--- src/itoa_pkg.sv ---
// ----------------------------------------------------------------------------
// itoa_pkg: shared definitions for the integer to ASCII converter
// Field widths, radix limits, character codes and the digit-to-ASCII map.
// ----------------------------------------------------------------------------
`default_nettype none

package itoa_pkg;

    localparam int NUMBER_WIDTH_DEF = 32;
    localparam int MAX_DIGITS_DEF   = 32;

    localparam int RADIX_W = 6;
    localparam int DIGIT_W = 6;
    localparam int CHAR_W  = 7;

    localparam logic [RADIX_W-1:0] RADIX_MIN = 6'd2;
    localparam logic [RADIX_W-1:0] RADIX_MAX = 6'd36;
    localparam logic [RADIX_W-1:0] RADIX_DEC = 6'd10;

    localparam logic [DIGIT_W-1:0] DIGIT_TOP = 6'd35;

    localparam logic [CHAR_W-1:0] ASCII_ZERO  = 7'h30;
    localparam logic [CHAR_W-1:0] ASCII_A     = 7'h61;
    localparam logic [CHAR_W-1:0] ASCII_MINUS = 7'h2d;

    typedef logic [DIGIT_W-1:0] digit_t;
    typedef logic [CHAR_W-1:0]  char_t;

    // Digit values 0 to 9 map to '0'-'9', 10 to 35 to 'a'-'z'.
    function automatic char_t digit_to_ascii(input digit_t d);
        digit_t dc;
        char_t  c;
        begin
            dc = (d > DIGIT_TOP) ? DIGIT_TOP : d;
            if (dc < DIGIT_W'(RADIX_DEC))
            begin
                c = ASCII_ZERO + CHAR_W'(dc);
            end
            else
            begin
                c = ASCII_A + CHAR_W'(dc) - CHAR_W'(RADIX_DEC);
            end
            return c;
        end
    endfunction

endpackage

`default_nettype wire

--- src/integer_to_ascii_radix.sv ---
// ----------------------------------------------------------------------------
// integer_to_ascii_radix: signed integer to ASCII string in base 2 to 36
// Converts one signed value per transfer into a stream of ASCII characters.
// ----------------------------------------------------------------------------
`default_nettype none

// One input transfer carries a signed two's complement number and a radix.
// The block answers with the characters of the number in that radix, most
// significant digit first, one character per output transfer, with tlast set
// on the final character. Digits above nine use lower-case letters. Zero
// prints as "0". In base 10 a negative number is led by '-'; in any other
// base a negative number prints as the digits of its magnitude with no sign.
// The most negative number prints correctly. A radix of 0 or 1 is treated as
// 2 and a radix above 36 as 36. The string never exceeds MAX_DIGITS
// characters including the sign; if it would, the leading digits are lost.
// Flow: the block takes one item at a time and drops s_axis_tready until
// the last character has been loaded into the output register. Each digit
// comes from a bit-serial restoring division of the magnitude by the radix.
// The sign, when there is one, is emitted next, followed by the digits,
// each read through the digit memory's registered read port; the sink can
// stall the emission by holding m_axis_tready low.
module integer_to_ascii_radix #(
    parameter int NUMBER_WIDTH = itoa_pkg::NUMBER_WIDTH_DEF,
    parameter int MAX_DIGITS   = itoa_pkg::MAX_DIGITS_DEF,
    parameter int IN_TDATA_W   =
        ((NUMBER_WIDTH + itoa_pkg::RADIX_W + 7) / 8) * 8
) (
    input  wire logic                  clk,
    input  wire logic                  rst_n,
    // Input stream.
    input  wire logic                  s_axis_tvalid,
    output logic                       s_axis_tready,
    // Fields from bit 0 up: number (NUMBER_WIDTH bits, signed), radix (6).
    input  wire logic [IN_TDATA_W-1:0] s_axis_tdata,
    // Output stream.
    output logic                       m_axis_tvalid,
    input  wire logic                  m_axis_tready,
    // Fields from bit 0 up: character (7 bits), then one zero pad bit.
    output logic [7:0]                 m_axis_tdata,
    // Set on the final character of the string.
    output logic                       m_axis_tlast
);

    import itoa_pkg::*;

    localparam int AW = (MAX_DIGITS > 1) ? $clog2(MAX_DIGITS) : 1;
    localparam int CW = $clog2(MAX_DIGITS + 1);
    localparam int BW = (NUMBER_WIDTH > 1) ? $clog2(NUMBER_WIDTH) : 1;
    localparam int REM_W = RADIX_W + 1;

    // Sequencer states, one-hot.
    typedef enum logic [4:0] {
        ST_IDLE = 5'b00001,
        ST_DIV  = 5'b00010,
        ST_SIGN = 5'b00100,
        ST_RD   = 5'b01000,
        ST_OUT  = 5'b10000
    } state_t;

    state_t                   state_reg, state_next;
    logic [NUMBER_WIDTH-1:0]  mag_reg, mag_next;
    logic [REM_W-1:0]         rem_reg, rem_next;
    logic [BW-1:0]            bit_reg, bit_next;
    logic [RADIX_W-1:0]       radix_reg, radix_next;
    logic [CW-1:0]            cnt_reg, cnt_next;
    logic                     sign_reg, sign_next;
    logic                     m_valid_reg, m_valid_next;
    char_t                    m_char_reg, m_char_next;
    logic                     m_last_reg, m_last_next;
    digit_t                   rd_data_reg;

    // Digit memory: one write port for the divider, one registered read port.
    digit_t                   digit_mem [MAX_DIGITS];
    logic                     mem_we;
    logic [AW-1:0]            wr_addr;
    logic [AW-1:0]            rd_addr;

    // Input decode.
    logic [NUMBER_WIDTH-1:0]  in_number;
    logic [RADIX_W-1:0]       in_radix;
    logic [RADIX_W-1:0]       in_radix_sat;
    logic                     in_negative;
    logic [NUMBER_WIDTH-1:0]  in_mag;

    // Shared divide step.
    logic [REM_W-1:0]         rem_shift;
    logic                     q_bit;
    logic [REM_W-1:0]         rem_step;
    logic [NUMBER_WIDTH-1:0]  quot_step;
    logic [CW-1:0]            cnt_inc;
    logic [CW-1:0]            digit_limit;
    logic                     out_free;

    assign in_number   = s_axis_tdata[NUMBER_WIDTH-1:0];
    assign in_radix    = s_axis_tdata[NUMBER_WIDTH +: RADIX_W];
    assign in_negative = in_number[NUMBER_WIDTH-1];
    assign in_mag      = in_negative ? (~in_number + 1'b1) : in_number;

    always_comb
    begin
        if (in_radix < RADIX_MIN)
        begin
            in_radix_sat = RADIX_MIN;
        end
        else if (in_radix > RADIX_MAX)
        begin
            in_radix_sat = RADIX_MAX;
        end
        else
        begin
            in_radix_sat = in_radix;
        end
    end

    // One restoring division step: bring in the next dividend bit, subtract
    // the radix when it fits, and shift the quotient bit into the dividend.
    assign rem_shift = {rem_reg[REM_W-2:0], mag_reg[NUMBER_WIDTH-1]};
    assign q_bit     = (rem_shift >= {1'b0, radix_reg});
    assign rem_step  = q_bit ? (rem_shift - {1'b0, radix_reg}) : rem_shift;
    assign quot_step = {mag_reg[NUMBER_WIDTH-2:0], q_bit};

    assign cnt_inc     = cnt_reg + 1'b1;
    assign digit_limit = sign_reg ? CW'(MAX_DIGITS - 1) : CW'(MAX_DIGITS);
    assign out_free    = !m_valid_reg || m_axis_tready;

    assign wr_addr = AW'(cnt_reg);
    assign rd_addr = AW'(cnt_reg - 1'b1);

    always_comb
    begin
        state_next   = state_reg;
        mag_next     = mag_reg;
        rem_next     = rem_reg;
        bit_next     = bit_reg;
        radix_next   = radix_reg;
        cnt_next     = cnt_reg;
        sign_next    = sign_reg;
        m_char_next  = m_char_reg;
        m_last_next  = m_last_reg;
        m_valid_next = m_valid_reg && !m_axis_tready;
        mem_we       = 1'b0;

        unique case (state_reg)
            ST_IDLE:
            begin
                if (s_axis_tvalid)
                begin
                    mag_next   = in_mag;
                    radix_next = in_radix_sat;
                    sign_next  = in_negative && (in_radix_sat == RADIX_DEC);
                    rem_next   = '0;
                    bit_next   = '0;
                    cnt_next   = '0;
                    state_next = ST_DIV;
                end
            end
            ST_DIV:
            begin
                mag_next = quot_step;
                rem_next = rem_step;
                bit_next = bit_reg + 1'b1;
                if (bit_reg == BW'(NUMBER_WIDTH - 1))
                begin
                    // Remainder is the digit; quotient stays for the next one.
                    mem_we   = 1'b1;
                    cnt_next = cnt_inc;
                    rem_next = '0;
                    bit_next = '0;
                    if ((quot_step == '0) || (cnt_inc >= digit_limit))
                    begin
                        state_next = sign_reg ? ST_SIGN : ST_RD;
                    end
                end
            end
            ST_SIGN:
            begin
                if (out_free)
                begin
                    m_valid_next = 1'b1;
                    m_char_next  = ASCII_MINUS;
                    m_last_next  = 1'b0;
                    state_next   = ST_RD;
                end
            end
            ST_RD:
            begin
                // The digit memory read completes at the end of this cycle.
                state_next = ST_OUT;
            end
            ST_OUT:
            begin
                if (out_free)
                begin
                    m_valid_next = 1'b1;
                    m_char_next  = digit_to_ascii(rd_data_reg);
                    m_last_next  = (cnt_reg == CW'(1));
                    cnt_next     = cnt_reg - 1'b1;
                    state_next   = (cnt_reg == CW'(1)) ? ST_IDLE : ST_RD;
                end
            end
            default:
            begin
                state_next = ST_IDLE;
            end
        endcase
    end

    always_ff @(posedge clk or negedge rst_n)
    begin
        if (!rst_n)
        begin
            state_reg   <= ST_IDLE;
            bit_reg     <= '0;
            cnt_reg     <= '0;
            sign_reg    <= 1'b0;
            m_valid_reg <= 1'b0;
            mag_reg     <= '0;
            rem_reg     <= '0;
        end
        else
        begin
            state_reg   <= state_next;
            bit_reg     <= bit_next;
            cnt_reg     <= cnt_next;
            sign_reg    <= sign_next;
            m_valid_reg <= m_valid_next;
            mag_reg     <= mag_next;
            rem_reg     <= rem_next;
        end
    end

    always_ff @(posedge clk)
    begin
        radix_reg  <= radix_next;
        m_char_reg <= m_char_next;
        m_last_reg <= m_last_next;
    end

    always_ff @(posedge clk)
    begin
        if (mem_we)
        begin
            digit_mem[wr_addr] <= digit_t'(rem_step);
        end
        rd_data_reg <= digit_mem[rd_addr];
    end

    assign s_axis_tready = (state_reg == ST_IDLE);
    assign m_axis_tvalid = m_valid_reg;
    assign m_axis_tdata  = {1'b0, m_char_reg};
    assign m_axis_tlast  = m_last_reg;

endmodule

`default_nettype wire
--- config.mk ---
export PLATFORM = sky130hd
export DESIGN_NAME = integer_to_ascii_radix
export DESIGN_NICKNAME = d
export VERILOG_FILES = /design/src/itoa_pkg.sv /design/src/integer_to_ascii_radix.sv
export SDC_FILE = /design/constraint.sdc
export NUM_CORES = 1
export LEC_CHECK = 0
export BUFFER_PORTS_ARGS = -buffer_cell sky130_fd_sc_hd__buf_4
export CORE_MARGIN = 4
export CORE_UTILIZATION = 60
export CTS_CLUSTER_SIZE = 8
export DETAILED_ROUTE_END_ITERATION = 6
export PLACE_DENSITY = 0.79
export SYNTH_ARGS = -nofsm -noshare
export SYNTH_HDL_FRONTEND = slang
export SYNTH_SLANG_ARGS = --single-unit
--- constraint.sdc ---
create_clock -name clk -period 3.85 [get_ports clk]
set_clock_uncertainty 0.2 [all_clocks]
set_input_delay 0.1925 -clock clk [delete_from_list [all_inputs] [get_ports clk]]
set_output_delay 0.1925 -clock clk [all_outputs]
set_load 0.01 [all_outputs]
## Word-level counts from Yosys, hierarchy flattened

Memory sizes are Yosys's and may differ from the RTL's. A register that Yosys moved wholly into a read port is not among the register bits.
Index checks and enable logic that the tools add are counted.

- Register bits after elaboration: 70
- Bits in writable memories: 192
- Input port bits: 44
- Output and inout port bits: 11
- Logic and storage cells: 94
- Memories kept: 1

Memory list:

| name | depth | width | read ports | clocked after memory_dff | wr ports | line | text |
|---|---|---|---|---|---|---|---|
| digit_mem | 32 | 6 | 1 | 1 | 1 | integer_to_ascii_radix.sv:73 | `digit_t digit_mem [MAX_DIGITS];` |

- Add/sub/neg operators: 8
- Magnitude comparators: 6
- Equality and inequality tests: 13
- Mux-type cells: 39
- Bitwise gates (word level): 1
- Reductions and logical operators: 16

Operator list:

| kind | number |
|---|---|
| 32-bit 2-to-1 mux | 2 |
| 32-bit case mux with 2 select lines | 1 |
| 6-bit 2-to-1 mux | 10 |
| 5-bit 2-to-1 mux | 7 |
| 32-bit by 1-bit adder with 32-bit output (second input constant) | 1 |
| 32-bit logical NOT | 1 |
| 32-bit NOT | 1 |
| 5-bit case mux with 5 select lines | 1 |
| 7-bit 2-to-1 mux | 3 |
| 6-bit case mux with 3 select lines | 1 |
| 7-bit case mux with 2 select lines | 1 |
| 6-bit > comparator (second input constant) | 2 |
| 6-bit case mux with 2 select lines | 1 |
| 5-bit == test (second input constant) | 2 |
| 2-bit inequality test (second input constant) | 5 |
| 5-bit case mux with 2 select lines | 1 |
| 1-bit 2-to-1 mux | 8 |
| 4-bit 2-to-1 mux | 2 |
| 6-bit by 6-bit adder with 7-bit output (first input constant) | 1 |
| 7-bit by 6-bit adder with 7-bit output (first input constant) | 1 |
| 7-bit by 6-bit >= comparator with 1-bit output | 1 |
| 7-bit by 4-bit subtractor with 7-bit output (second input constant) | 1 |
| 6-bit by 1-bit adder with 6-bit output (second input constant) | 1 |
| 6-bit by 1-bit == test with 1-bit output (second input constant) | 1 |
| other kinds (22) | 27 |

## Depth between registers and ports, before layout

- Word-level depth: 7
- Mapped depth: 10
- Mapped depth without buffers: 9

## Worst setup path after synthesis

OpenSTA, ideal clock, no wires.

- Path type: register -> register
- Start point: register cnt_reg[0]
- End point: register rd_data_reg[1], read port of digit_mem
- Setup time: 0.120 ns
- Arrival: 3.034 ns
- Required time: 3.530 ns
- Slack: 0.497 ns
- Cell stages (with the launch flop): 11
- Path buffers: 4
- Period minus slack after synthesis: 3.353 ns
- Path through: dfrtp_1 clkbuf_1 buf_2 inv_1 ha_1 clkbuf_1 xor2_1 clkbuf_1 mux2i_1 o22ai_1 a211o_1

- Word-level cells in the longest chain between the ends: 1

Ends and longest elaborated chain:

| item | line | text |
|---|---|---|
| start, declared | integer_to_ascii_radix.sv:65 | `logic [CW-1:0] cnt_reg, cnt_next;` |
| start signal, assigned | integer_to_ascii_radix.sv:224 | `cnt_reg <= cnt_next;` |
| 6-bit by 1-bit subtractor with 6-bit output | n/a |  |
| end, declared | integer_to_ascii_radix.sv:70 | `digit_t rd_data_reg;` |

No other way between the ends.
A chain may end at the register's enable or synchronous reset.

## Worst setup path in the final report

- Start point: register state_reg[2]
- End point: register mag_reg[27]

- Word-level cells in the longest chain between the ends: 3
- Elaborated cells between the ends (all ways): 6
- Classes of those cells: eq/ne (3); mux (1); reduce/logical (2)

Ends and longest elaborated chain:

| item | line | text |
|---|---|---|
| start, declared | integer_to_ascii_radix.sv:60 | `state_t state_reg, state_next;` |
| start signal, assigned | integer_to_ascii_radix.sv:222 | `state_reg <= state_next;` |
| 5-bit by 1-bit == test with 1-bit output / 5-bit by 2-bit == test with 1-bit output (equally long branches) | integer_to_ascii_radix.sv:143 | `unique case (state_reg)` |
| 2-bit inequality test (no source line) / 2-bit nonzero test (equally long branches) | n/a |  |
| 2-bit AND reduction (no source line) | n/a |  |
| end signal, assigned | integer_to_ascii_radix.sv:227 | `mag_reg <= mag_next;` |
| end, declared | integer_to_ascii_radix.sv:61 | `logic [NUMBER_WIDTH-1:0] mag_reg, mag_next;` |

Parallel ways exist; a longest one is shown, timed or not.

==> impl_results.md <==
- Total of endpoints with negative setup slack in the final report: 0
- Global route total overflow: 0
- Core area: ~20000 µm²
- Leak pwr: 5.331 nW
- Post-detailed-route count of antenna-violating nets: 0
- Synth warnings: 0
- Syn Std Cell Area: between 10000 and 15000 µm²
- Global placer's final weighted congestion: 0.8810
- Buffer depth of the longest clock path: 3
- Number of register bits inferred by synthesis: between 200 and 300
- EDFF count, synth: 206
- Power density over the cells: 751.5 nW/µm²
- Worst setup EP type: flip-flop
- Layout cells sized above 1: 17.01%
- Final wirelength: 28.47 mm
- Resized cells post-CTS: 0
- Sequential cell area: around 7700 µm²
- Count of H-tree levels built during CTS: 2
- Post-CTS setup repair buffer count: 0
- Pin count of the biggest net entering global routing: 57
- Antenna violations before repair: 0
- Final total negative setup slack: 0 ns
- Nets: 1068
- Effective utilization at floorplan: about 61%
- WP data arrival: 3.63 ns
- Unrepaired setup endpoints after global routing: no
- Gate Count Post-Synth: 889
- Total number of vias: 8102
- Overall Global Routing Usage: about a quarter
- Via density per instance: 6.261
- Clock Pin Slew Worst Setup and Hold Paths: 0.05 ns
- Worst setup path category: reg -> reg
- First-pass detailed-route iteration total: 5
- Die span in y: 151.4 µm
- Relative slew margins: 27.84%
- CP Max Fanout: 43
- Post-Syn Nets: ~960
- HP Class: in -> reg
- Cell types with the highest counts after synthesis: 206 x sky130_fd_sc_hd__edfxtp_1, 71 x sky130_fd_sc_hd__nor2_1, 61 x sky130_fd_sc_hd__nand2_1
- Transition time of the tightest slew-check pin: 1.075 ns
- Seq/Total Area, Yosys: 62.50%
- Biggest area contributors in the synthesized netlist: sky130_fd_sc_hd__edfxtp_1 50%, sky130_fd_sc_hd__dfrtp_1 11%, sky130_fd_sc_hd__mux4_2 8.8%, sky130_fd_sc_hd__nor2_1 2.2%, sky130_fd_sc_hd__ha_1 2.1%
- Peak ir drop on the vdd network: 0.3974 mV
- HPWL reported at the end of detailed placement: between 15 and 20 mm
- Asr flop ratio synth: 20.90%
- Worst setup SP type: flip-flop
- Root buffer cell: sky130_fd_sc_hd__clkbuf_16
- Part of the cycle the worst path needs: 89.40%
- DRC violation count after routing: 0
- Status: complete, no violations
- Clk_lat worst skew: 0.51 ns
- Largest register FFs: 192
- Via count of the first global-routing pass: 8427
- Final Hold Violating Endpoints: 0
- Top cell type's share of synthesized area: between 50% and 60%
- Die Width: about 150 µm
- Portion of total power attributed to combinational logic: 32.7%
- Port buffer count: 51
- Relative contribution of sequential cells to total power: between 30 and 40%
- FP Rows: 52
- First-pass GRT wire length: between 40 and 50 mm
- Most common flop cell mapped by yosys: sky130_fd_sc_hd__edfxtp_1
- FILL cells: 1239
- Clock net sink count: 268
- Clock network power share: 28.0%
- Most common cell in the netlist: sky130_fd_sc_hd__edfxtp_1
- P_int: 7.332 mW
- Switching share of power: 33.42%
- Area of the multi-input gates: ~4400 µm²
- Number of I/O pins: 55
- Number of buffers added by the clock tree synthesis step: 39
- Average footprint of a synthesized cell: approximately 14 µm²
- Clock tree from TritonCTS: done
- Overall die area: 22910 µm²
- Post-layout minimum cycle time: roughly 3.4 ns
- Drt initial violations: 722
- Final max-slew violation count: 0
- Dpl cell area: 12980 µm²
- Layout-stage area growth over the synthesis result: 18.84%
- Fmax: ~0.29 GHz
- Required arrival time at the worst endpoint: 4.03 ns
- Power spent charging and discharging nets: 3.681 mW
- Distinct cells, synth: 67
- Largest area contributor in the netlist: sky130_fd_sc_hd__edfxtp_1
- Post-DR wirelength/cell: ~22 µm
- Maxcap violations: 0
- Area of all placed cells without fillers: between 10000 and 15000 µm²
## per-stage QoR
stage | utilization, % | total power, mW | setup WS, ns | instances | hold WS, ns
2_1_floorplan | - | 6.657 | 0.4966 | 889 | -0.3031
3_3_place_gp | 64.15 | 7.667 | 0.9137 | 1174 | 0.08954
3_5_place_dp | 64.15 | 7.781 | 0.8363 | 1174 | 0.09685
4_1_cts | 72.42 | 11.01 | 0.5010 | 1293 | 0.02543
5_1_grt | 72.42 | 11.52 | 0.2878 | 1293 | 0.08973
6_report | 72.43 | 11.01 | 0.4080 | 1294 | 0.04826
## final cells by class
cell class / instances / share of cell area [%]
flip-flops and latches: 268 / 52.62
well taps: 270 / 2.305
clock buffers: 58 / 7.145
repair buffers: 121 / 7.256
clock inverters: 4 / 0.3842
multi-input cells: 554 / 29.81
diodes: 1 / 0.01707
inverters: 18 / 0.4610
## layout by cell type (no fill, tap or decap), types with 9 or more instances in the layout
cell,count
sky130_fd_sc_hd__nand4_1,9
sky130_fd_sc_hd__a22o_1,17
sky130_fd_sc_hd__nor3_1,13
sky130_fd_sc_hd__nand3_1,18
sky130_fd_sc_hd__nand2_1,61
sky130_fd_sc_hd__nor4_1,13
sky130_fd_sc_hd__buf_4,63
sky130_fd_sc_hd__nor2_1,70
sky130_fd_sc_hd__mux4_2,48
sky130_fd_sc_hd__clkbuf_1,19
sky130_fd_sc_hd__clkbuf_16,39
sky130_fd_sc_hd__o21ai_0,44
sky130_fd_sc_hd__xor2_1,21
sky130_fd_sc_hd__xnor2_1,9
sky130_fd_sc_hd__dfrtp_1,54
sky130_fd_sc_hd__edfxtp_1,206
sky130_fd_sc_hd__inv_1,17
sky130_fd_sc_hd__ha_1,20
sky130_fd_sc_hd__dlygate4sd3_1,57
sky130_fd_sc_hd__a22oi_1,21
sky130_fd_sc_hd__a21oi_1,32
sky130_fd_sc_hd__mux2i_1,25
sky130_fd_sc_hd__nor2b_1,15
## power by group through the flow
stage | combinational [mW] | sequential, mW | clock [mW]
2_1_floorplan | 2.42 | 4.24 | 0
3_3_place_gp | 3.31 | 4.36 | 0
3_5_place_dp | 3.41 | 4.37 | 0
4_1_cts | 3.57 | 4.32 | 3.11
5_1_grt | 3.89 | 4.37 | 3.26
6_report | 3.60 | 4.33 | 3.08
## timing repair
item | CTS | global route
hold buffers | 57 | 0
endpoints found under the hold margin | 99 | 0
setup endpoints to repair | 0 | 0
## cells by family (layout without fill, tap and decap cells)
kind of cell	after synthesis	in the layout	share of synthesized area, %
flops	268	268	62.50
simple gates	247	247	10.12
compound gates	171	171	9.110
mux	80	80	11.42
buf+inv	67	201	2.201
xor+xnor	31	31	2.201
fa+ha+maj	23	23	2.374
other cells	2	3	0.06089
## per-layer routing
metal  track usage, %  share of wire [%]  wire length, µm
met1            32.74                 38            10930
met2            44.12                 51            14630
met3            4.369                6.6             1868
met4            11.60                3.6             1039
met5                0                  0                0
## critical path: stages, from the launching register on
cell and delay (ns):
sky130_fd_sc_hd__dfrtp_1 0.48, sky130_fd_sc_hd__nor2_1 0.34, sky130_fd_sc_hd__and3_1 0.35, sky130_fd_sc_hd__buf_4 0.45, sky130_fd_sc_hd__nor2_2 0.09, sky130_fd_sc_hd__buf_4 0.24, sky130_fd_sc_hd__a22o_1 0.25, sky130_fd_sc_hd__a21oi_1 0.12
sky130_fd_sc_hd__o311ai_0 0.15, sky130_fd_sc_hd__dlygate4sd3_1 0.60
## worst paths after layout
kind	start	endpoint	slack, ns	depth (start not counted)
min reg2reg	bit_reg[3]$_DFFE_PN0P_	bit_reg[3]$_DFFE_PN0P_	0.29	1
max reg2reg	state_reg[2]$_DFFE_PN0P_	mag_reg[27]$_DFFE_PN0P_	0.41	9
min	s_axis_tdata[31]	mag_reg[7]$_DFFE_PN0P_	0.05	4
max	state_reg[2]$_DFFE_PN0P_	mag_reg[27]$_DFFE_PN0P_	0.41	9
min in group asynchronous	rst_n	mag_reg[8]$_DFFE_PN0P_	0.08	2
max in group asynchronous	rst_n	cnt_reg[0]$_DFFE_PN0P_	2.81	2
No activity file was read; power rests on OpenSTA's default activity.
